[src/pspr_pkg.sv]
// pspr_pkg: shared types and constants of the priority slot pool
// holds default sizes, status codes and the control group sent down the cell row
// no dependencies

package pspr_pkg;

	// default pool geometry
	localparam int SLOTS_PER_KIND_DEF = 64;
	localparam int KINDS_DEF          = 4;

	// fixed field widths
	localparam int PRIO_W    = 4;
	localparam int LIFE_W    = 16;
	localparam int ELAPSED_W = 8;
	localparam int KIND_IN_W = 2;
	localparam int LIMIT_W   = 7;
	localparam int STATUS_W  = 3;
	localparam int SLOT_OUT_W = 6;

	localparam logic [LIMIT_W-1:0] CHILD_LIMIT_RST = 7'd48;

	// command codes
	localparam logic CMD_SPAWN = 1'b0;
	localparam logic CMD_TICK  = 1'b1;

	// result status codes
	localparam logic [STATUS_W-1:0] STAT_PLACED_FREE  = 3'd0;
	localparam logic [STATUS_W-1:0] STAT_PLACED_EVICT = 3'd1;
	localparam logic [STATUS_W-1:0] STAT_NO_SLOT      = 3'd2;
	localparam logic [STATUS_W-1:0] STAT_NO_GROUND    = 3'd3;
	localparam logic [STATUS_W-1:0] STAT_TICK_DONE    = 3'd4;

	// control broadcast from the sequencer to every cell
	typedef struct packed {
		logic                  tick;
		logic                  wr;
		logic [KIND_IN_W-1:0]  kind;
		logic [PRIO_W-1:0]     prio;
		logic [LIFE_W-1:0]     life;
		logic [ELAPSED_W-1:0]  elapsed;
	} cell_ctrl_t;

endpackage

[src/pspr_seq.sv]
// pspr_seq: command sequencer of the slot pool
// takes commands, launches the scan token, decides placement and drives results
// depends on pspr_pkg

module pspr_seq #(
	parameter int KINDS = pspr_pkg::KINDS_DEF,
	parameter int IDX_W = 6,
	parameter int CNT_W = 7
) (
	input  logic                               clk,
	input  logic                               arst_n,
	// command side
	input  logic                               start,
	output logic                               busy,
	input  logic                               command,
	input  logic                               ground_found,
	input  logic [pspr_pkg::KIND_IN_W-1:0]     kind,
	input  logic [pspr_pkg::PRIO_W-1:0]        priority_req,
	input  logic [pspr_pkg::LIFE_W-1:0]        life_ticks,
	input  logic [pspr_pkg::ELAPSED_W-1:0]     elapsed_ticks,
	// configuration
	input  logic                               child_limit_wr,
	input  logic [pspr_pkg::LIMIT_W-1:0]       child_limit,
	// result side
	output logic                               done,
	output logic [pspr_pkg::STATUS_W-1:0]      status,
	output logic [pspr_pkg::SLOT_OUT_W-1:0]    slot_index,
	// cell row
	output pspr_pkg::cell_ctrl_t               ctrl,
	output logic [IDX_W-1:0]                   wr_idx,
	output logic                               launch,
	input  logic                               last_valid,
	input  logic [CNT_W-1:0]                   last_count,
	input  logic                               last_c_found,
	input  logic [IDX_W-1:0]                   last_c_idx,
	input  logic                               last_n_free,
	input  logic                               last_n_found,
	input  logic [IDX_W-1:0]                   last_n_idx
);

	localparam int CMP_W = (CNT_W > pspr_pkg::LIMIT_W) ? CNT_W : pspr_pkg::LIMIT_W;

	typedef enum logic [2:0] {
		S_IDLE = 3'b001,
		S_TICK = 3'b010,
		S_SCAN = 3'b100
	} state_t;

	state_t                             state_q;
	logic                               launch_q;
	logic [pspr_pkg::LIMIT_W-1:0]       limit_q;
	logic [pspr_pkg::KIND_IN_W-1:0]     kind_q;
	logic [pspr_pkg::PRIO_W-1:0]        prio_q;
	logic [pspr_pkg::LIFE_W-1:0]        life_q;
	logic [pspr_pkg::ELAPSED_W-1:0]     elapsed_q;
	logic                               done_q;
	logic [pspr_pkg::STATUS_W-1:0]      status_q;
	logic [pspr_pkg::SLOT_OUT_W-1:0]    slot_q;

	logic                               accept;
	logic                               kind_ok;
	logic                               use_child;
	logic                               pick_found;
	logic                               pick_evict;
	logic [IDX_W-1:0]                   pick_idx;

	assign accept  = start && (state_q == S_IDLE);
	assign kind_ok = (32'(kind) < KINDS);
	assign busy    = (state_q != S_IDLE);

	// placement decision at the end of the row
	assign use_child  = (prio_q == '0) && last_c_found
		&& (CMP_W'(last_count) >= CMP_W'(limit_q));
	assign pick_found = use_child || last_n_found;
	assign pick_evict = use_child || !last_n_free;
	assign pick_idx   = use_child ? last_c_idx : last_n_idx;

	// broadcast to the cells
	always_comb begin
		ctrl.tick    = (state_q == S_TICK);
		ctrl.wr      = (state_q == S_SCAN) && last_valid && pick_found;
		ctrl.kind    = kind_q;
		ctrl.prio    = prio_q;
		ctrl.life    = life_q;
		ctrl.elapsed = elapsed_q;
	end
	assign wr_idx       = pick_idx;
	assign launch       = launch_q;

	assign done       = done_q;
	assign status     = status_q;
	assign slot_index = slot_q;

	// configuration register
	always_ff @(posedge clk or negedge arst_n) begin
		if (!arst_n) begin
			limit_q <= pspr_pkg::CHILD_LIMIT_RST;
		end else if (child_limit_wr) begin
			limit_q <= child_limit;
		end
	end

	// request hold
	always_ff @(posedge clk) begin
		if (accept) begin
			kind_q    <= kind;
			prio_q    <= priority_req;
			life_q    <= life_ticks;
			elapsed_q <= elapsed_ticks;
		end
	end

	// control flow and result strobe
	always_ff @(posedge clk or negedge arst_n) begin
		if (!arst_n) begin
			state_q  <= S_IDLE;
			launch_q <= 1'b0;
			done_q   <= 1'b0;
		end else begin
			launch_q <= 1'b0;
			done_q   <= 1'b0;
			unique case (state_q)
				S_IDLE: begin
					if (accept) begin
						if (command == pspr_pkg::CMD_TICK) begin
							state_q <= S_TICK;
						end else if (!ground_found || !kind_ok) begin
							done_q <= 1'b1;
						end else begin
							state_q  <= S_SCAN;
							launch_q <= 1'b1;
						end
					end
				end
				S_TICK: begin
					state_q <= S_IDLE;
					done_q  <= 1'b1;
				end
				S_SCAN: begin
					if (last_valid) begin
						state_q <= S_IDLE;
						done_q  <= 1'b1;
					end
				end
				default: begin
					state_q <= S_IDLE;
				end
			endcase
		end
	end

	// result beat payload
	always_ff @(posedge clk) begin
		priority if (state_q == S_IDLE && accept) begin
			status_q <= !ground_found ? pspr_pkg::STAT_NO_GROUND : pspr_pkg::STAT_NO_SLOT;
			slot_q   <= '0;
		end else if (state_q == S_TICK) begin
			status_q <= pspr_pkg::STAT_TICK_DONE;
			slot_q   <= '0;
		end else if (state_q == S_SCAN && last_valid) begin
			if (pick_found) begin
				status_q <= pick_evict ? pspr_pkg::STAT_PLACED_EVICT : pspr_pkg::STAT_PLACED_FREE;
				slot_q   <= pspr_pkg::SLOT_OUT_W'(pick_idx);
			end else begin
				status_q <= pspr_pkg::STAT_NO_SLOT;
				slot_q   <= '0;
			end
		end
	end

	// the token only ever leaves the row during a scan
	a_token_in_scan: assert property (@(posedge clk) disable iff (!arst_n)
		last_valid |-> state_q == S_SCAN)
		else $error("scan token left the row outside a scan");

	// a launch never coincides with a result beat
	a_launch_quiet: assert property (@(posedge clk) disable iff (!arst_n)
		launch_q |-> !done_q)
		else $error("result beat during token launch");

	// tick results follow the tick cycle
	a_tick_result: assert property (@(posedge clk) disable iff (!arst_n)
		$past(state_q == S_TICK) |-> done_q && status_q == pspr_pkg::STAT_TICK_DONE)
		else $error("tick did not give its result");

	// only placements report a slot
	a_slot_zero: assert property (@(posedge clk) disable iff (!arst_n)
		done_q && slot_q != '0 |->
			status_q == pspr_pkg::STAT_PLACED_FREE || status_q == pspr_pkg::STAT_PLACED_EVICT)
		else $error("slot index given without a placement");

	// a scan is not dropped right after its launch
	a_no_overlap: assert property (@(posedge clk) disable iff (!arst_n)
		launch_q |=> state_q == S_SCAN)
		else $error("scan dropped right after launch");

endmodule

[config.mk]
export PLATFORM = sky130hd
export DESIGN_NAME = pspr_seq
export DESIGN_NICKNAME = d
export VERILOG_FILES = /design/src/pspr_pkg.sv /design/src/pspr_seq.sv
export SDC_FILE = /design/constraint.sdc
export NUM_CORES = 1
export LEC_CHECK = 0
export BUFFER_PORTS_ARGS = -buffer_cell sky130_fd_sc_hd__buf_2
export CORE_ASPECT_RATIO = 0.9
export CORE_MARGIN = 2
export CORE_UTILIZATION = 44
export DETAILED_ROUTE_END_ITERATION = 8
export PLACE_DENSITY = 0.79
export SLEW_MARGIN = 20
export SYNTH_ARGS = -nofsm -noshare
export SYNTH_HDL_FRONTEND = slang
export SYNTH_SLANG_ARGS = --single-unit
[constraint.sdc]
create_clock -name clk -period 2.9 [get_ports clk]
set_input_delay 0 -clock clk [delete_from_list [all_inputs] [get_ports clk]]
set_output_delay 0 -clock clk [all_outputs]
set_load 0.1 [all_outputs]
After elaboration in Yosys (flattened, before gate mapping)
Cells that the tools add are included.
{"block": "word_totals", "register_bits": 51, "latchBits": 0, "mem_bits_rw": 0, "rom_bits": 0, "out_inout_bits": 50, "memories": 0}
{"block": "op_classes", "addsub": 0, "multipliers": 0, "n_div": 0, "magnitude_cmp": 1, "eq_ne": 7, "n_shift": 0, "mux": 22, "n_bitwise": 0, "n_reduce_logical": 13}
{"operator": "3-bit two-way mux", "n": 7}
{"operator": "6-bit two-way mux", "n": 2}
{"operator": "1-bit two-way mux", "n": 10}
{"operator": "7-bit >= comparator", "n": 1}
{"operator": "1-bit logical AND", "n": 6}
{"operator": "3-bit case mux with 2 select lines", "n": 1}
{"operator": "4-bit logical NOT", "n": 1}
{"operator": "2-bit != test, second input constant", "n": 2}
{"operator": "3-bit by 1-bit == test with 1-bit output, second input constant", "n": 1}
{"operator": "3-bit by 2-bit == test with 1-bit output, second input constant", "n": 1}
{"operator": "3-bit == test, second input constant", "n": 1}
{"operator": "3-bit by 1-bit != test with 1-bit output, second input constant", "n": 1}
{"operator": "3-bit != test, second input constant", "n": 1}
{"operator": "1-bit case mux with 3 select lines", "n": 1}
{"operator": "3-bit AND reduction", "n": 1}
{"operator": "3-bit nonzero test", "n": 1}
{"operator": "1-bit logical OR", "n": 2}
{"operator": "2-bit two-way mux", "n": 1}
{"operator": "2-bit OR reduction", "n": 1}
{"operator": "1-bit logical NOT", "n": 1}

Longest topological paths before layout
{"block": "logic_depth", "word_depth": 9, "mapped_depth": 9}

Worst setup path before layout
No wires, ideal clock.
{"block": "synth_timing", "path_kind": "register to output", "from": "register prio_q[1] (netlist bit)", "to": "output ctrl[30] (netlist bit)", "arrival_ps": 3544, "required_time_ps": 2900, "setup_slack_ps": -644, "path_stages_with_launch": 8, "n_path_buf": 3, "cell_sequence": "edfxtp_1 nand2b_1 or4_1 buf_2 or2_1 buf_6 buf_6 a21oi_1"}
{"element": "start: declaration", "line_no": "pspr_seq.sv:53", "text": "logic [pspr_pkg::PRIO_W-1:0] prio_q;"}
{"element": "start signal: assignment", "line_no": "pspr_seq.sv:107", "text": "prio_q <= priority_req;"}
{"element": "end: declaration", "line_no": "pspr_seq.sv:29", "text": "output pspr_pkg::cell_ctrl_t ctrl,"}

Final worst setup path
{"block": "layout_timing", "from": "register limit_q[5] (netlist bit)", "to": "output wr_idx[3]"}
{"block": "layout_via", "elab_chain_cells": 3}
{"element": "start: declaration", "line_no": "pspr_seq.sv:51", "text": "logic [pspr_pkg::LIMIT_W-1:0] limit_q;"}
{"element": "start signal: assignment", "line_no": "pspr_seq.sv:97", "text": "limit_q <= pspr_pkg::CHILD_LIMIT_RST;"}
{"element": "start signal: assignment", "line_no": "pspr_seq.sv:99", "text": "limit_q <= child_limit;"}
{"element": "7-bit >= comparator", "line_no": "pspr_seq.sv:73", "text": "&& (CMP_W'(last_count) >= CMP_W'(limit_q));"}
{"element": "1-bit logical AND", "line_no": "pspr_seq.sv:73"}
{"element": "6-bit two-way mux", "line_no": "pspr_seq.sv:76", "text": "assign pick_idx = use_child ? last_c_idx : last_n_idx;"}
{"element": "end: declaration", "line_no": "pspr_seq.sv:30", "text": "output logic [IDX_W-1:0] wr_idx,"}
Every way passes these cells.

==> summary.md <==
| Metric | Value |
|---|---|
| Clk Tree Root Cell | clkbuf_8 |
| Total Wirelength | 5580 µm |
| Total global routing overflow | 0 |
| XOR/XNOR share of the synthesized area | 0% |
| Most frequent cells in the layout | 113 x buf_2, 44 x dlygate4sd3_1, 33 x edfxtp_1 |
| Global-route wire length before repair | 9180 µm |
| TritonCTS buffer count | 5 |
| Die area | 5340 µm² |
| Clock latency on the worst-skew pair | 0.31 ns |
| Synth Instances | 155 |
| Reg2reg setup slack | 0.67 ns |
| Final Max Tran Viols | 0 |
| Critical Path End Type | output port |
| Die W | 76.8 µm |
| Synth Area in Simple Gates | 10.8% |
| Vias in the first global route | 1956 |
| Synth Area in Adders | 4.17% |
| CP top delay family | compound AO/OA/AOI/OAI gates |
| Final setup margin | 0.154 ns |
| Largest net degree at the start of global routing | 32 |
| CP Max Fanout | 11 |
| Setup TNS | 0 ns |
| Unique masters post-synth | 37 |
| Crit Path Category | reg -> out |
| P_leak | 0.00156 µW |
| Max Root-Sink Buffers | 2 |
| Port Buffers | 115 |
| Worst-path cell chain | inv_1 > ha_1 > a21o_1 > a221o_1 > a31oi_4 > or2_4 > buf_4 > mux2_4 > buf_12 |
| Max transition margin | 57.0% |
| Fill cells | 314 |
| CP peak stage delay | 0.52 ns |
| RSZ-0062 raised after global routing | false |
| WP data required | 2.90 ns |
| Mapped cell area | 2100 µm² |
| Initial antenna violation count | 0 |
| Final Hold Viols | 0 |
| Vias per cell | 4.86 |
| Ys flop type | edfxtp_1 |
| Initial core utilization | 46.5% |
| DR DRC count | 0 |
| Share of cells above drive strength 1 | 43.4% |
| Setup-failing EPs final | 0 |
| Height of the die | 69.6 µm |
| FMAX | 364 MHz |
| Pwr dens | 571 nW/µm² |
| Core area | 4520 µm² |
| Most common cell after layout, fill and taps aside | buf_2 |
| Crit path time final | 2.75 ns |
| Mux share of post-synthesis cell area | 4.11% |
| Nets | 392 |
| Pre-antenna DRT Iters | 4 |
| Seq cells post-synth | 51 |
| Dpl hpwl | 3540 µm |
| Crit path buf inv count | 3 |
| Startpoint types | flop |
| Boundary Pins | 116 |
| Compound-Gate Fraction of Synth Area | 9.35% |
| EDFF count, synth | 33 |
| Row cnt | 23 |
| Place WS | 0.284 ns |
| P&R area growth vs syn | 58.2% |
| Largest family of logic cells by synthesized area | simple AND/OR/NAND/NOR gates |
| WL/cell | 14.6 µm |
| RD Place Congestion | 0.796 |
| CTS tree | done |
| Synthesis Warnings | 0 |
| Status | finished clean |
| Slowest CP cell | dfstp_2 |
| Slew at the pin closest to its max-slew limit | 0.642 ns |
| Max-Cap Viols | 0 |
| Crit share post-route | 94.7% |
| CTS clk-pin slew, worst paths | 0.10 ns |
| # H-tree levels | 2 |
| Setup Skew | 0.00683 ns |
| CP arrival | 2.75 ns |
| Ant. Diodes | 0 |
| Drt initial violations | 90 |
| Avg Cell Area, Syn | 13.6 µm² |
| # Post-CTS Setup Buffers | 0 |
| Worst vdd ir | 0.395 mV |
| WHS | 0.0246 ns |
| DR vias | 1858 |
| Clock sink count | 51 |
| Routed Antenna Nets | 0 |
| Async set-or-reset flop fraction in the synthesized netlist | 23.5% |
| Hold Path Class | in -> reg |
| Seq/Total Area, Yosys | 67.4% |
| Syn Nets | 228 |
| Gr usage total | 22.1% |
worst reg2reg max path, cell delays in order (launching register included):
cell and delay (ns):
dfstp_2 0.52, inv_1 0.04, ha_1 0.28, and3_1 0.21, a221o_1 0.20, a31oi_4 0.04, or2_4 0.32, buf_4 0.18
a31o_1 0.20
metrics by stage:
| stage | utilization, % | total power [µW] | std cells | cell area, µm² |
|---|---|---|---|---|
| 6_report | 73.6 | 1900 | 382 | 3320 |
| 5_1_grt | 73.6 | 1980 | 382 | 3320 |
| 4_1_cts | 73.4 | 1900 | 382 | 3320 |
| 3_5_place_dp | 61.6 | 1440 | 330 | 2780 |
| 3_3_place_gp | 61.6 | 1430 | 330 | 2780 |
| 2_1_floorplan | - | 1310 | 155 | 2110 |
final timing paths:
check                      cells after the start       endpoint          start
max reg2reg                                    8      status[1]     limit_q[5]
min                                            2      status[0]   ground_found
max                                            9      wr_idx[3]     limit_q[5]
max in group asynchronous                      2     state_q[0]         arst_n
min reg2reg                                    1  slot_index[0]  slot_index[0]
min in group asynchronous                      2     limit_q[0]         arst_n
state kept, by name, indices dropped and copies added (netlist names):
| register | flops |
|---|---|
| launch | 1 |
| status | 3 |
| elapsed_q | 8 |
| kind_q | 2 |
| state_q | 3 |
| slot_index | 6 |
| limit_q | 7 |
| done | 1 |
| prio_q | 4 |
| life_q | 16 |
cell type report:
class	instances	area (µm²)	area share [%]
inverter	14	52.6	1.58
clock buffer	5	68.8	2.07
multi-input combinational	85	617	18.6
tap	62	77.6	2.33
clock inverter	3	23.8	0.715
timing repair buffer	162	1070	32.2
sequential	51	1420	42.6
synth_stat cells (2+ instances only):
cell type  count  area (µm²)
edfxtp_1      33         991
nand2_1       16        60.1
inv_1         14        52.6
dfrtp_1        9         225
a221o_1        7        70.1
and3_1         7        43.8
ha_1           7        87.6
nor3_1         7        35.0
dfxtp_1        6         120
nor2_1         6        22.5
o21ai_0        6        30.0
dfstp_2        3        78.8
mux2_2         3        33.8
a21oi_1        2        10.0
a31oi_1        2        12.5
buf_6          2        22.5
clkbuf_1       2        7.51
mux2_1         2        22.5
mux2_4         2        30.0
nand3_1        2        10.0
cell families after synthesis:
kind of cell / Yosys count
buffers and inverters: 19
adder cells (fa/ha/maj): 7
AO/OA/AOI/OAI: 25
flip-flops: 51
AND/OR/NAND/NOR: 46
multiplexers: 7
metal layers:
layer | up-vias | track usage (%) | share of wire [%]
met5 | - | 0 | 0
met4 | 0 | 6.46 | 1.8
met3 | 10 | 6.64 | 6.6
li1 | 891 | - | -
met1 | 876 | 24.2 | 37
met2 | 81 | 40.9 | 55
repair_timing:
| action | 4_1_cts | 5_1_grt |
|---|---|---|
| resized for setup | 1 | 0 |
| setup endpoints to repair | 5 | 0 |
| hold buffers | 44 | 0 |
| hold endpoints to repair | 52 | 0 |
power by group:
group	internal [µW]	switching [µW]
sequential	842	19.7
clock	173	249
combinational	151	465
total	1170	733
Power figures use the tool's default switching activity.
