$ cat config.mk
export PLATFORM = sky130hd
export DESIGN_NAME = pspr_cell
export DESIGN_NICKNAME = d
export VERILOG_FILES = /design/src/pspr_pkg.sv /design/src/pspr_cell.sv
export SDC_FILE = /design/constraint.sdc
export NUM_CORES = 1
export LEC_CHECK = 0
export BUFFER_PORTS_ARGS = -buffer_cell sky130_fd_sc_hd__buf_2
export CELL_PAD_IN_SITES_DETAIL_PLACEMENT = 1
export CELL_PAD_IN_SITES_GLOBAL_PLACEMENT = 1
export CORE_MARGIN = 5
export CORE_UTILIZATION = 47
export DETAILED_ROUTE_END_ITERATION = 6
export HOLD_SLACK_MARGIN = 0.12
export PLACE_DENSITY_LB_ADDON = 0.25
export RECOVER_POWER = 50
export SKIP_LAST_GASP = 1
export SLEW_MARGIN = 40
export SYNTH_ARGS = -nofsm -noshare
export SYNTH_HDL_FRONTEND = slang
export SYNTH_SLANG_ARGS = --single-unit
$ cat constraint.sdc
create_clock -name clk -period 8.7 [get_ports clk]
set_input_delay 0.435 -clock clk [delete_from_list [all_inputs] [get_ports clk]]
set_output_delay 0.435 -clock clk [all_outputs]
set_load 0.05 [all_outputs]
$ cat src/pspr_pkg.sv
// pspr_pkg: shared types and constants of the priority slot pool
// holds default sizes, status codes and the control group sent down the cell row
// no dependencies

package pspr_pkg;

	// default pool geometry
	localparam int SLOTS_PER_KIND_DEF = 64;
	localparam int KINDS_DEF          = 4;

	// fixed field widths
	localparam int PRIO_W    = 4;
	localparam int LIFE_W    = 16;
	localparam int ELAPSED_W = 8;
	localparam int KIND_IN_W = 2;
	localparam int LIMIT_W   = 7;
	localparam int STATUS_W  = 3;
	localparam int SLOT_OUT_W = 6;

	localparam logic [LIMIT_W-1:0] CHILD_LIMIT_RST = 7'd48;

	// command codes
	localparam logic CMD_SPAWN = 1'b0;
	localparam logic CMD_TICK  = 1'b1;

	// result status codes
	localparam logic [STATUS_W-1:0] STAT_PLACED_FREE  = 3'd0;
	localparam logic [STATUS_W-1:0] STAT_PLACED_EVICT = 3'd1;
	localparam logic [STATUS_W-1:0] STAT_NO_SLOT      = 3'd2;
	localparam logic [STATUS_W-1:0] STAT_NO_GROUND    = 3'd3;
	localparam logic [STATUS_W-1:0] STAT_TICK_DONE    = 3'd4;

	// control broadcast from the sequencer to every cell
	typedef struct packed {
		logic                  tick;
		logic                  wr;
		logic [KIND_IN_W-1:0]  kind;
		logic [PRIO_W-1:0]     prio;
		logic [LIFE_W-1:0]     life;
		logic [ELAPSED_W-1:0]  elapsed;
	} cell_ctrl_t;

endpackage

$ cat src/pspr_cell.sv
// pspr_cell: one column of the slot pools (the same slot index in every kind)
// updates the passing scan token with its own slot and applies ticks and writes
// depends on pspr_pkg

module pspr_cell #(
	parameter int KINDS    = pspr_pkg::KINDS_DEF,
	parameter int IDX_W    = 6,
	parameter int CNT_W    = 7,
	parameter int CELL_IDX = 0
) (
	input  logic                          clk,
	input  logic                          arst_n,
	input  pspr_pkg::cell_ctrl_t          ctrl,
	input  logic [IDX_W-1:0]              wr_idx,
	// scan token from the left neighbour
	input  logic                          in_valid,
	input  logic [CNT_W-1:0]              in_count,
	input  logic                          in_c_found,
	input  logic [IDX_W-1:0]              in_c_idx,
	input  logic [pspr_pkg::LIFE_W-1:0]   in_c_life,
	input  logic                          in_n_free,
	input  logic                          in_n_found,
	input  logic [IDX_W-1:0]              in_n_idx,
	input  logic [pspr_pkg::LIFE_W-1:0]   in_n_life,
	// scan token to the right neighbour
	output logic                          out_valid,
	output logic [CNT_W-1:0]              out_count,
	output logic                          out_c_found,
	output logic [IDX_W-1:0]              out_c_idx,
	output logic [pspr_pkg::LIFE_W-1:0]   out_c_life,
	output logic                          out_n_free,
	output logic                          out_n_found,
	output logic [IDX_W-1:0]              out_n_idx,
	output logic [pspr_pkg::LIFE_W-1:0]   out_n_life
);

	localparam int KIND_W = (KINDS > 1) ? $clog2(KINDS) : 1;
	localparam logic [IDX_W-1:0] MY_IDX = IDX_W'(CELL_IDX);

	logic                         act_q  [KINDS];
	logic [pspr_pkg::PRIO_W-1:0]  prio_q [KINDS];
	logic [pspr_pkg::LIFE_W-1:0]  life_q [KINDS];

	logic [KIND_W-1:0]            ksel;
	logic                         cur_act;
	logic [pspr_pkg::PRIO_W-1:0]  cur_prio;
	logic [pspr_pkg::LIFE_W-1:0]  cur_life;
	logic                         is_child;
	logic                         my_wr;

	logic [CNT_W-1:0]             nx_count;
	logic                         nx_c_found;
	logic [IDX_W-1:0]             nx_c_idx;
	logic [pspr_pkg::LIFE_W-1:0]  nx_c_life;
	logic                         nx_n_free;
	logic                         nx_n_found;
	logic [IDX_W-1:0]             nx_n_idx;
	logic [pspr_pkg::LIFE_W-1:0]  nx_n_life;

	// own slot of the requested kind
	assign ksel     = KIND_W'(ctrl.kind);
	assign cur_act  = act_q[ksel];
	assign cur_prio = prio_q[ksel];
	assign cur_life = life_q[ksel];
	assign is_child = cur_act && (cur_prio == '0);
	assign my_wr    = ctrl.wr && (wr_idx == MY_IDX);

	// fold this slot into the token
	always_comb begin
		nx_count   = in_count + CNT_W'(is_child);
		nx_c_found = in_c_found;
		nx_c_idx   = in_c_idx;
		nx_c_life  = in_c_life;
		nx_n_free  = in_n_free;
		nx_n_found = in_n_found;
		nx_n_idx   = in_n_idx;
		nx_n_life  = in_n_life;
		// least-life priority-zero candidate, first wins ties
		if (is_child && (!in_c_found || cur_life < in_c_life)) begin
			nx_c_found = 1'b1;
			nx_c_idx   = MY_IDX;
			nx_c_life  = cur_life;
		end
		// normal scan freezes at the first free slot
		if (!in_n_free) begin
			if (!cur_act) begin
				nx_n_free  = 1'b1;
				nx_n_found = 1'b1;
				nx_n_idx   = MY_IDX;
			end else if (cur_prio <= ctrl.prio && (!in_n_found || cur_life < in_n_life)) begin
				nx_n_found = 1'b1;
				nx_n_idx   = MY_IDX;
				nx_n_life  = cur_life;
			end
		end
	end

	// token valid
	always_ff @(posedge clk or negedge arst_n) begin
		if (!arst_n) begin
			out_valid <= 1'b0;
		end else begin
			out_valid <= in_valid;
		end
	end

	// token payload
	always_ff @(posedge clk) begin
		out_count   <= nx_count;
		out_c_found <= nx_c_found;
		out_c_idx   <= nx_c_idx;
		out_c_life  <= nx_c_life;
		out_n_free  <= nx_n_free;
		out_n_found <= nx_n_found;
		out_n_idx   <= nx_n_idx;
		out_n_life  <= nx_n_life;
	end

	// active flags: tick ageing and placement
	always_ff @(posedge clk or negedge arst_n) begin
		if (!arst_n) begin
			for (int k = 0; k < KINDS; k++) begin
				act_q[k] <= 1'b0;
			end
		end else begin
			for (int k = 0; k < KINDS; k++) begin
				if (ctrl.tick) begin
					if (act_q[k] && life_q[k] <= pspr_pkg::LIFE_W'(ctrl.elapsed)) begin
						act_q[k] <= 1'b0;
					end
				end else if (my_wr && ksel == KIND_W'(k)) begin
					act_q[k] <= 1'b1;
				end
			end
		end
	end

	// priority and life
	always_ff @(posedge clk) begin
		for (int k = 0; k < KINDS; k++) begin
			if (ctrl.tick) begin
				if (act_q[k]) begin
					life_q[k] <= (life_q[k] > pspr_pkg::LIFE_W'(ctrl.elapsed))
						? (life_q[k] - pspr_pkg::LIFE_W'(ctrl.elapsed)) : '0;
				end
			end else if (my_wr && ksel == KIND_W'(k)) begin
				prio_q[k] <= ctrl.prio;
				life_q[k] <= ctrl.life;
			end
		end
	end

endmodule

==> Word-level counts from Yosys, hierarchy flattened <==
Memories as Yosys holds them, arrays and structs flattened.
Cells that the tools add are included.
{ "op_classes": {"add_sub_neg": 5, "order_cmp": 12, "n_eq_ne": 7, "n_mux": 67, "n_bitwise": 5, "n_reduce_logical": 30} }
{ "op_table": {"columns": ["op", "n"], "rows": [
  ["16-bit two-way mux", 12],
  ["16-bit by 8-bit greater-than comparator with 1-bit output", 4],
  ["16-bit by 8-bit less-or-equal comparator with 1-bit output", 4],
  ["16-bit by 8-bit subtractor with 16-bit output", 4],
  ["1-bit two-way mux", 45],
  ["16-bit < comparator", 2],
  ["6-bit two-way mux", 3],
  ["1-bit logical AND", 12],
  ["4-bit two-way mux", 3],
  ["4-bit OR reduction", 3],
  ["2-bit by 1-bit != test with 1-bit output (second input constant)", 4],
  ["2-bit AND reduction", 4],
  ["2-bit nonzero test", 4],
  ["7-bit by 1-bit adder with 7-bit output", 1],
  ["6-bit zero test", 1],
  ["2-bit two-way mux", 3],
  ["2-bit equality test (second input constant)", 2],
  ["4-bit less-or-equal comparator", 1],
  ["4-bit zero test", 1],
  ["1-bit OR", 4],
  ["3-bit greater-or-equal comparator (second input constant)", 1],
  ["2-bit inverter with 3-bit output", 1],
  ["1-bit binary-select mux with 2-bit select", 1],
  ["2-bit by 1-bit equality test with 1-bit output (second input constant)", 1],
  ["other kinds (3)", 5]
]} }
{ "totals": {"ff_bits": 59, "ramBits": 80, "inputBits": 95, "out_inout_bits": 55, "word_cells": 141, "n_memories": 2} }
{ "memory_table": {"columns": ["memory", "words", "word_bits", "read_ports", "rd_clocked_by_memory_dff", "write_ports", "line_no", "rtl"], "rows": [
  ["life_q", 4, 16, 5, 0, 4, "pspr_cell.sv:42", "logic [pspr_pkg::LIFE_W-1:0] life_q [KINDS];"],
  ["prio_q", 4, 4, 1, 0, 1, "pspr_cell.sv:41", "logic [pspr_pkg::PRIO_W-1:0] prio_q [KINDS];"]
]} }

==> Depth between registers and ports, before layout <==
Gate-level depths: netlist of the first run.
{ "logic_depth": {"ltp_word": 10, "mapped_depth": 13, "depth_no_buf": 11} }

==> Worst setup path before layout of the first run <==
Ideal clock, no wire load.
{ "synth_timing": {"path_type": "input to register", "start": "input port ctrl[29] (netlist bit)", "end": "register out_n_life[10] (netlist bit)", "setup_ns": 0.121, "t_arrival_ns": 3.649, "setup_slack_ns": 4.930, "stages": 13, "n_path_buf": 4, "path_cell_list": "clkbuf_1 -> buf_1 -> buf_1 -> mux4_2 -> ha_1 -> a21oi_1 -> o21ai_0 -> a41o_1 -> a21oi_1 -> nor2_2 -> nor3b_4 -> buf_12 -> mux2_4"} }
{ "synth_via": {"elab_chain_len": 7, "elab_cells_between_ends": 13} }
{ "synth_lines": {"columns": ["item", "line_no", "rtl"], "rows": [
  ["start, declared", "pspr_cell.sv:13", "input pspr_pkg::cell_ctrl_t ctrl,"],
  ["memory 4 x 16 bit", null, null],
  ["16-bit < comparator", "pspr_cell.sv:90", "end else if (cur_prio <= ctrl.prio && (!in_n_found || cur_life < in_n_life)) begin"],
  ["1-bit logical OR", "pspr_cell.sv:90", null],
  ["1-bit logical AND", "pspr_cell.sv:90", null],
  ["16-bit two-way mux", "pspr_cell.sv:90", null],
  ["16-bit two-way mux (*)", "pspr_cell.sv:86", "if (!cur_act) begin"],
  ["16-bit two-way mux (*)", "pspr_cell.sv:85", "if (!in_n_free) begin"],
  ["via nx_n_life, one bit", "pspr_cell.sv:58", "logic [pspr_pkg::LIFE_W-1:0] nx_n_life;"],
  ["end signal, assigned", "pspr_cell.sv:116", "out_n_life <= nx_n_life;"],
  ["end, declared", "pspr_cell.sv:34", "output logic [pspr_pkg::LIFE_W-1:0] out_n_life"]
]} }
The timed path passes the listed nets; every way through them passes the cells marked *. The select of a mux whose other input is x is not followed.
A chain may end at the register's enable or synchronous reset.

==> Final worst setup path of the first run <==
{ "layout_timing": {"start": "input port ctrl[28] (netlist bit)", "end": "register out_n_life[4] (netlist bit)"} }
The elaborated chain is that of the path after synthesis.

==> flow_summary.ini, run 1 <==
[timing]
fin_setup_tns_ns = 0
finalSetupViolCount = 0
slew_headroom_pct = -24.81
holdWs_ns = 0.1920
rsz0062_at_grt = no
post-route-min-period_ns = 4.626
max_freq_mhz = 216.2
timing.final.ws_setup_ns = 4.074
worst_pin_slew_ns = 1.872
fin_crit_sh_pct = 53.17
slew_violations = 58
finalClockSkew_ns = 0.009672
hold_violations = 0

[final_layout]
nets = 1157
area.growth.synth_to_final_pct = 18.01
multi_input_area_um2 = 4472
regArea_um2 = 3608
nFillCells = 2054
n_antenna_cell = 0
drive_above_1_share_pct = 17.05
final_cells = 1232

[global_route]
track_usage_pct = 24.50
grt_pass1_vias = 7198
overflow = 0
grt_max_degree = 33
antenna_found_initial = 0
grt_pass1_wl_um = 39180

[clock_tree]
cts_tree = built
path_clk_slew_ns = 0.07
numClockSinks = 139
cts_setup_buffers = 0
clock_path_buffers = 2
clock_latency_ns = 0.43
h-tree-depth = 4
cts_root_buffer = clkbuf_16
cts_made_buffers = 17

[setup_path]
cp_data_required_time_ns = 9.00
critPathMaxFanout = 24
startpoint = ctrl[28]
r2r_start = life_q[2][11]
critPathArrivalTime_ns = 4.93
cp-end-kind = register
path_class = in2reg
crit_path_start_kind = primary input

[pwr]
power_density_nw_per_um2 = 174.5
p_leak_nw = 4.010
peakVddDrop_uv = 139.3
fin_total_pwr_mw = 1.734

[floorplanning]
die_x_um = 143.8
core_area_um2 = 17780
io_pins = 150
dieArea_um2 = 20690
initial_core_util_pct = 47.35
die_h_um = 143.8
rows = 49

[placement]
hpwlAfterDp_um = 19540
io_buffers = 149
place.gp.congestion = 0.9233
dp_slack_ns = 4.415
placedCellCount = 1198

[run_status]
failed_checks = capacitance limit, slew limit
status = complete, but fails checks

[detailed_routing]
postRouteAntennaNets = 0
wl_per_cell_um = 20.52
drcViolationCount = 0
vias = 7016
drt_iter0_drc = 486
routed_via_density = 5.695
dr.pass1.iters = 5
drt_wl_total_um = 25280

[synth]
async_flop_share_pct = 3.597
syn_nets = 1001
synthMuxAreaShare_pct = 8.650
synth_xor_area_share_pct = 4.578
synth_edf_count = 80
yosys_warnings = 0
synth_top_flop_cell = edfxtp_1
syn_area_um2 = 8418
yosys.area_share.adder_pct = 11.06
ys_seq_area_share_pct = 42.87
ys_types = 61
yosys.area_share.simple_pct = 14.49
syn_area_per_cell_um2 = 10.09
synthCells = 834
synth_compound_area_share_pct = 14.11
synth.ff_latch_count = 139
synth_top_family_by_area = simple AND/OR/NAND/NOR gates

[worst_hold_path]
min_from = in_count[6]
hp-class = in2reg

[flow_run]
maxCapViolations = 2
## worst max-delay path: stages
cell and delay [ns]:
clkbuf_1 1.31, mux4_2 0.71, ha_1 0.31, a211oi_1 0.31, nand2_2 0.12, a2111oi_4 0.37, nor2_2 0.11, nor3b_4 0.54
buf_4 0.31, mux2_2 0.36
## layer usage
layer | wire (um) | global-route usage, % | up-vias
met3 | 2004 | 4.859 | 33
li1 | - | - | 3342
met5 | 0 | 0 | -
met2 | 11690 | 39.34 | 235
met1 | 11240 | 34.29 | 3406
met4 | 349 | 5.946 | 0
## where the power goes
| group | leakage, nW | internal [mW] | total [mW] | switching [mW] |
|---|---|---|---|---|
| clock network | 0.294 | 0.433 | 0.745 | 0.312 |
| registers | 1.24 | 0.716 | 0.727 | 0.0102 |
| logic | 2.47 | 0.0943 | 0.263 | 0.168 |
## cell usage after synthesis, drive strengths merged (6+ instances only)
cell type  count  area [um2]
inv           66       247.7
clkbuf        10       37.54
o31ai         13       97.59
o21ai         86       434.2
xnor2         28       245.2
dfxtp         54        1081
edfxtp        80        2402
nand2        124       468.0
mux4          21       488.0
nand2b         6       37.54
mux2          18       240.2
a21oi         48       240.2
nand3         13       65.06
nand4          8       50.05
buf            9       68.81
nor2          36       137.6
xor2          16       140.1
nor3          18       90.09
nor2b         23       143.9
ha            68       850.8
o21a          13       97.59
or3            8       50.05
## sequential cells by signal, summed over array words and instances, names as in the netlist, 4 cells and up
| signal | cells |
|---|---|
| out_c_idx | 6 |
| life_q | 64 |
| out_count | 7 |
| out_n_idx | 6 |
| out_c_life | 16 |
| prio_q | 16 |
| out_n_life | 16 |
| act_q | 4 |
## what timing repair did
item,CTS,global route
endpoints found under the hold margin,6,0
gates resized for setup,0,0
hold buffers,2,0
## worst paths after layout
kind	end	slack [ns]	depth (start not counted)
max in group asynchronous	act_q[2]	8.03	2
hold reg to reg	act_q[0]	0.57	2
hold / removal	out_count[6]	0.19	2
setup reg to reg	out_n_life[4]	5.09	10
setup / recovery	out_n_life[4]	4.07	10
min in group asynchronous	act_q[1]	0.41	2
## logic make-up (layout without fill, tap and decap cells)
kind of cell,after synthesis,after routing
AOI/OAI and AO/OA,197,197
xor gates and xnor gates,44,44
adders and majority gates,72,72
buffers and inverters,86,255
DFF,139,139
muxes,39,39
and+or+nand+nor,257,257
## cell type report
type                       count  share of cell area (%)
clock inverter                12                   1.234
inverter                      67                   2.531
timing repair buffer         156                   7.204
multi-input combinational    609                   45.01
clock buffer                  20                   4.811
sequential                   139                   36.32
tap                          229                   2.884
## layout by cell type (no fill, tap or decap), types with 18 or more instances in the layout
cell type / n
a21oi_1: 48
buf_2: 88
clkbuf_1: 64
clkbuf_16: 18
dfxtp_1: 54
edfxtp_1: 80
ha_1: 68
inv_1: 66
nand2_1: 123
nor2_1: 34
nor2b_1: 23
o21ai_0: 80
xnor2_1: 28
## through the flow
stage,utilization [%],area [um2]
finish,55.88,9935
global route,55.88,9935
global placement,52.78,9384
floorplan,-,8418
CTS,56.36,10020
detailed placement,52.87,9400
(Power assumes the default switching activity.)
==> run 2: changes to the inputs <==
--- a/config.mk
+++ b/config.mk
@@ -9,7 +9,7 @@
 export CELL_PAD_IN_SITES_DETAIL_PLACEMENT = 1
 export CELL_PAD_IN_SITES_GLOBAL_PLACEMENT = 1
 export CORE_MARGIN = 5
-export CORE_UTILIZATION = 47
+export CORE_UTILIZATION = 44
 export DETAILED_ROUTE_END_ITERATION = 6
 export HOLD_SLACK_MARGIN = 0.12
 export PLACE_DENSITY_LB_ADDON = 0.25
==> constraint.sdc (replaced) <==
create_clock -name clk -period 4.5 [get_ports clk]
set_input_delay 0.225 -clock clk [delete_from_list [all_inputs] [get_ports clk]]
set_output_delay 0.225 -clock clk [all_outputs]
set_load 0.05 [all_outputs]
==> flow_summary.ini, run 2 (synthesized netlist as in run 1, its figures left out) <==
[flow_run]
maxCapViolations = 1

[floorplanning]
rows = 50
io_pins = 150
die_h_um = 148.3
dieArea_um2 = 22000
die_x_um = 148.3
core_area_um2 = 18770
initial_core_util_pct = 44.85

[timing]
finalSetupViolCount = 0
worst_pin_slew_ns = 1.557
finalClockSkew_ns = 0.01034
fin_setup_tns_ns = 0
max_freq_mhz = 269.7
fin_crit_sh_pct = 82.39
slew_violations = 33
rsz0062_at_grt = no
hold_violations = 0
post-route-min-period_ns = 3.708
holdWs_ns = 0.1335
slew_headroom_pct = -3.788

[clock_tree]
cts_tree = built
cts-resized-gates = 0
cts_setup_buffers = 0
clock_latency_ns = 0.43
h-tree-depth = 4
path_clk_slew_ns = 0.07
clock_path_buffers = 2
cts_root_buffer = clkbuf_16
cts_made_buffers = 17
hold_buffers = 66
numClockSinks = 139

[final_layout]
final_cell_mix = 123 x nand2_1, 88 x buf_2, 80 x o21ai_0, 80 x edfxtp_1, 68 x ha_1
nets = 1225
n_antenna_cell = 0
nFillCells = 2111
largest-register = life_q
layout_commonest_cell = nand2_1
drive_above_1_share_pct = 15.87
largest_reg_flops = 64
fin_util_pct = 56.45
fin_area_um2 = 10600
area.growth.synth_to_final_pct = 25.86

[global_route]
grt_pass1_vias = 8030
grt_pass1_wl_um = 44680
antenna_found_initial = 1
grt_max_degree = 38
track_usage_pct = 26.11
overflow = 0

[pwr]
peakVddDrop_uv = 272.5
p_leak_nw = 4.289
power_density_nw_per_um2 = 322.3

[detailed_routing]
routed_via_density = 5.689
drcViolationCount = 0
wl_per_cell_um = 21.81
vias = 7424
postRouteAntennaNets = 0
drt_wl_total_um = 28460
dr.pass1.iters = 5
drt_iter0_drc = 496

[placement]
place_area_um2 = 9453
hpwlAfterDp_um = 19600
io_buffers = 149
place.gp.congestion = 0.9340

[run_status]
failed_checks = capacitance limit, slew limit
status = complete, but fails checks

[setup_path]
critPathArrivalTime_ns = 4.02
cp_data_required_time_ns = 4.82
cp-end-kind = register
critPathMaxFanout = 18
path_class = in2reg
crit_path_start_kind = primary input

[worst_hold_path]
hp-class = in2reg
==> run 2: cell types whose count changed in the layout (fill, tap and decap cells not counted), sizes merged <==
| cell | before | now |
|---|---|---|
| buf | 90 | 92 |
| inv | 73 | 74 |
| clkinvlp | 1 | 0 |
| clkbuf | 84 | 85 |
| clkinv | 4 | 5 |
| dlygate4sd3 | 2 | 66 |
==> run 2: where the power goes <==
group / internal (mW) / leakage, nW / switching [mW]
Clock: 0.824 / 0.297 / 0.620
Combinational: 0.220 / 2.75 / 0.346
Sequential: 1.38 / 1.24 / 0.0210
Total: 2.43 / 4.29 / 0.986
==> run 2: layer usage <==
metal  global-route usage (%)  vias to the layer above  wire (um)
met1                    34.24                     3655      12290
met5                        0                        -          7
met3                    4.631                       41       2019
met2                    44.64                      255      13660
met4                    7.252                        2        487
li1                         -                     3471          -
==> run 2: path summary, 6_finish.rpt <==
path	endpoint	cells after the start	start	slack, ns
min in group asynchronous	out_valid	2	arst_n	0.20
setup / recovery	out_count[4]	10	ctrl[28]	0.79
hold / removal	life_q[3][5]	3	ctrl[13]	0.13
setup reg to reg	life_q[3][12]	11	life_q[3][0]	1.05
max in group asynchronous	act_q[3]	2	arst_n	4.03
hold reg to reg	act_q[3]	2	act_q[3]	0.56
==> run 2: layout make-up <==
class	instances	area, um2	share of cell area [%]
Timing Repair Buffer	224	1391	13.13
Clock inverter	13	128.9	1.216
Tap cell	234	292.8	2.763
Inverter	67	251.5	2.374
Clock buffer	19	464.2	4.381
Multi-Input combinational cell	609	4458	42.08
Sequential cell	139	3608	34.06
==> run 2: critical path: stages <==
cell	delay (ns)
buf_2	0.50
clkbuf_1	0.44
mux4_1	0.46
inv_1	0.11
nor4b_1	0.82
ha_1	0.38
ha_1	0.26
nand3_1	0.13
xnor2_1	0.13
dlygate4sd3_1	0.56
==> run 2: through the flow <==
stage,setup slack (ns),std cells,power [mW]
final,0.7924,1305,3.415
after global routing,0.6020,1305,3.538
after CTS,1.090,1305,3.410
after detailed placement,0.8217,1207,1.940
after global placement,0.8909,1207,1.924
after floorplan,0.9400,834,1.775
==> run 3: changes to the inputs <==
--- a/config.mk
+++ b/config.mk
@@ -5,11 +5,12 @@
 export SDC_FILE = /design/constraint.sdc
 export NUM_CORES = 1
 export LEC_CHECK = 0
+export ABC_AREA = 1
 export BUFFER_PORTS_ARGS = -buffer_cell sky130_fd_sc_hd__buf_2
 export CELL_PAD_IN_SITES_DETAIL_PLACEMENT = 1
 export CELL_PAD_IN_SITES_GLOBAL_PLACEMENT = 1
 export CORE_MARGIN = 5
-export CORE_UTILIZATION = 44
+export CORE_UTILIZATION = 42
 export DETAILED_ROUTE_END_ITERATION = 6
 export HOLD_SLACK_MARGIN = 0.12
 export PLACE_DENSITY_LB_ADDON = 0.25
==> constraint.sdc (replaced) <==
create_clock -name clk -period 3.45 [get_ports clk]
set_input_delay 0.1725 -clock clk [delete_from_list [all_inputs] [get_ports clk]]
set_output_delay 0.1725 -clock clk [all_outputs]
set_load 0.05 [all_outputs]
==> flow_summary.ini, run 3 <==
[final_layout]
largest-register = life_q
fin_area_um2 = 10700
final_cell_mix = 169 x nand2_1, 166 x inv_1, 88 x buf_2, 84 x nor2_1, 80 x edfxtp_1
area.growth.synth_to_final_pct = 26.38
largest_reg_flops = 64
drive_above_1_share_pct = 13.38
nets = 1402
fin_util_pct = 53.42
final_cells = 1518
n_antenna_cell = 0
layout_commonest_cell = nand2_1

[synth]
ys_types = 46
syn_area_per_cell_um2 = 8.461
yosys_warnings = 0
synthCells = 1001
async_flop_share_pct = 3.597
synth_commonest_cells = 169 x nand2_1, 166 x inv_1, 80 x edfxtp_1, 80 x nor2_1, 68 x ha_1
syn_area_um2 = 8469
synth.ff_latch_count = 139
synth_top_flop_cell = edfxtp_1
ys_seq_area_share_pct = 42.61
synth_edf_count = 80
synthTopCellsByArea = edfxtp_1 28%, dfxtp_1 13%, ha_1 10%
synth_top_area_share_pct = 28.36
synth.largest_area_cell = edfxtp_1
syn_nets = 1168
synth_most_common_cell = nand2_1

[timing]
finalSetupViolCount = 0
fin_crit_sh_pct = 89.97
rsz0062_at_grt = no
max_freq_mhz = 322.2
worst_pin_slew_ns = 1.033
finalClockSkew_ns = 0.01281
post-route-min-period_ns = 3.104
fin_setup_tns_ns = 0
slew_violations = 0
slew_headroom_pct = 31.11
hold_violations = 0

[clock_tree]
cts_made_buffers = 17
clock_latency_ns = 0.43
cts-resized-gates = 0
h-tree-depth = 4
numClockSinks = 139
path_clk_slew_ns = 0.07
cts_tree = built
cts_root_buffer = clkbuf_16
clock_path_buffers = 2

[setup_path]
crit_path_start_kind = register
critical_path.endpoint = out_n_life[12]
cp_slowest_cell = a221oi_1
cpPeakStageDelay_ns = 0.57
reg2reg_slack_ns = 0.35
critPathMaxFanout = 32
path_cells = nand2_1 > o21ai_0 > a221oi_1 > inv_1 > ha_1 > nand4_1 > o221a_2 > nand2_1 > nand2_1 > nand3_1 > buf_4 > nand2_1 > o21ai_0
cp_common_cell = nand2_1
cp-end-kind = register
r2r_start = life_q[0][14]
critPathArrivalTime_ns = 3.44
r2r_end = out_n_life[12]
r2r_cells = 13
cp_data_required_time_ns = 3.78
startpoint = life_q[0][14]
path_class = reg2reg

[detailed_routing]
drt_iter0_drc = 539
wl_per_cell_um = 19.58
routed_via_density = 5.366
dr.pass1.iters = 5
drt_wl_total_um = 29720
postRouteAntennaNets = 0
drcViolationCount = 0
vias = 8146

[pwr]
peakVddDrop_uv = 287.6
p_leak_nw = 5.030
power_density_nw_per_um2 = 490.7

[placement]
hpwlAfterDp_um = 21020
place_area_um2 = 9613
place.gp.congestion = 0.8875
io_buffers = 149
placedCellCount = 1422

[global_route]
track_usage_pct = 25.27
grt_max_degree = 33
grt_pass1_vias = 8661
antenna_found_initial = 1
grt_pass1_wl_um = 47030
overflow = 0

[floorplanning]
die_h_um = 152.0
dieArea_um2 = 23110
rows = 52
core_area_um2 = 20040
io_pins = 150
die_x_um = 152.0
initial_core_util_pct = 42.26

[flow_run]
maxCapViolations = 0

[worst_hold_path]
min_from = ctrl[9]
hp-class = in2reg

[run_status]
status = completed
-- run 3: changes by cell type after synthesis, moves of 13 or more --
| cell | before | now |
|---|---|---|
| a22oi_1 | 2 | 15 |
| inv_1 | 66 | 166 |
| mux4_2 | 17 | 0 |
| nand2_1 | 123 | 169 |
| nand3_1 | 13 | 38 |
| nor2_1 | 35 | 80 |
| nor2b_1 | 23 | 0 |
| o21ai_0 | 81 | 42 |
| o21ai_2 | 1 | 16 |
| o22ai_1 | 1 | 60 |
| xnor2_1 | 28 | 9 |
| xor2_1 | 16 | 29 |
-- run 3: cells by family (layout without fill, tap and decap cells) --
logic type | after synthesis | count (layout) | share of synthesized area, %
simple gates | 335 | 335 | 16.90
fa+ha+maj | 72 | 72 | 10.99
xor+xnor | 38 | 38 | 3.930
buf+inv | 191 | 438 | 8.805
flops | 139 | 139 | 42.61
compound gates | 226 | 226 | 16.77
-- run 3: through the flow --
| step | power (mW) | setup slack [ns] | hold WS, ns |
|---|---|---|---|
| finish | 5.252 | 0.3460 | 0.1848 |
| global route | 5.506 | 0.1376 | 0.2090 |
| CTS | 5.255 | 0.5281 | 0.1676 |
| detailed placement | 3.410 | 0.2573 | 0.009793 |
| global placement | 3.351 | 0.3592 | 0.01998 |
| floorplan | 3.003 | 0.6548 | -0.1231 |
-- run 3: worst max-delay path: cells and delay by family, from the launching register on --
family                   cells  cell delay [ns]
AO/OA/AOI/OAI                4             1.11
adder cells (fa/ha/maj)      1             0.38
buffers and inverters        2             0.51
AND/OR/NAND/NOR              6             0.53
flip-flops                   1             0.46
-- run 3: layer usage --
metal	wire length [um]	part of all wire, %	track usage (%)	up-vias
met3	1422	4.8	5.006	55
met2	14900	50	44.86	267
li1	-	-	-	3884
met1	12750	43	31.25	3938
met5	13	0.044	0	-
met4	631	2.1	7.149	2
-- run 3: report_power, final --
group	switching, mW	internal, mW
clock network	0.818	0.968
logic	0.940	0.490
registers	0.0885	1.95
-- run 3: worst min path at each step --
stage,end,slack (ns),cells after the start
after floorplan,act_q[0],-0.12,0
after global placement,out_valid,0.02,1
after detailed placement,act_q[0],0.01,1
after CTS,life_q[1][1],0.17,3
after global routing,life_q[2][1],0.21,3
final,life_q[1][1],0.18,3
-- run 3: timing repair --
item,CTS,global route
endpoints found under the hold margin,80,0
hold buffers,64,0
setup buffers,0,0
setup endpoints to repair,0,0
-- run 3: final cells by class --
class / instances / area [um2]
fill: 2451 / 9335
multi-input combinational: 671 / 4101
sequential: 139 / 3608
timing repair buffer: 230 / 1431
inverter: 176 / 660.6
clock buffer: 18 / 439.2
tap: 270 / 337.8
clock inverter: 14 / 125.1
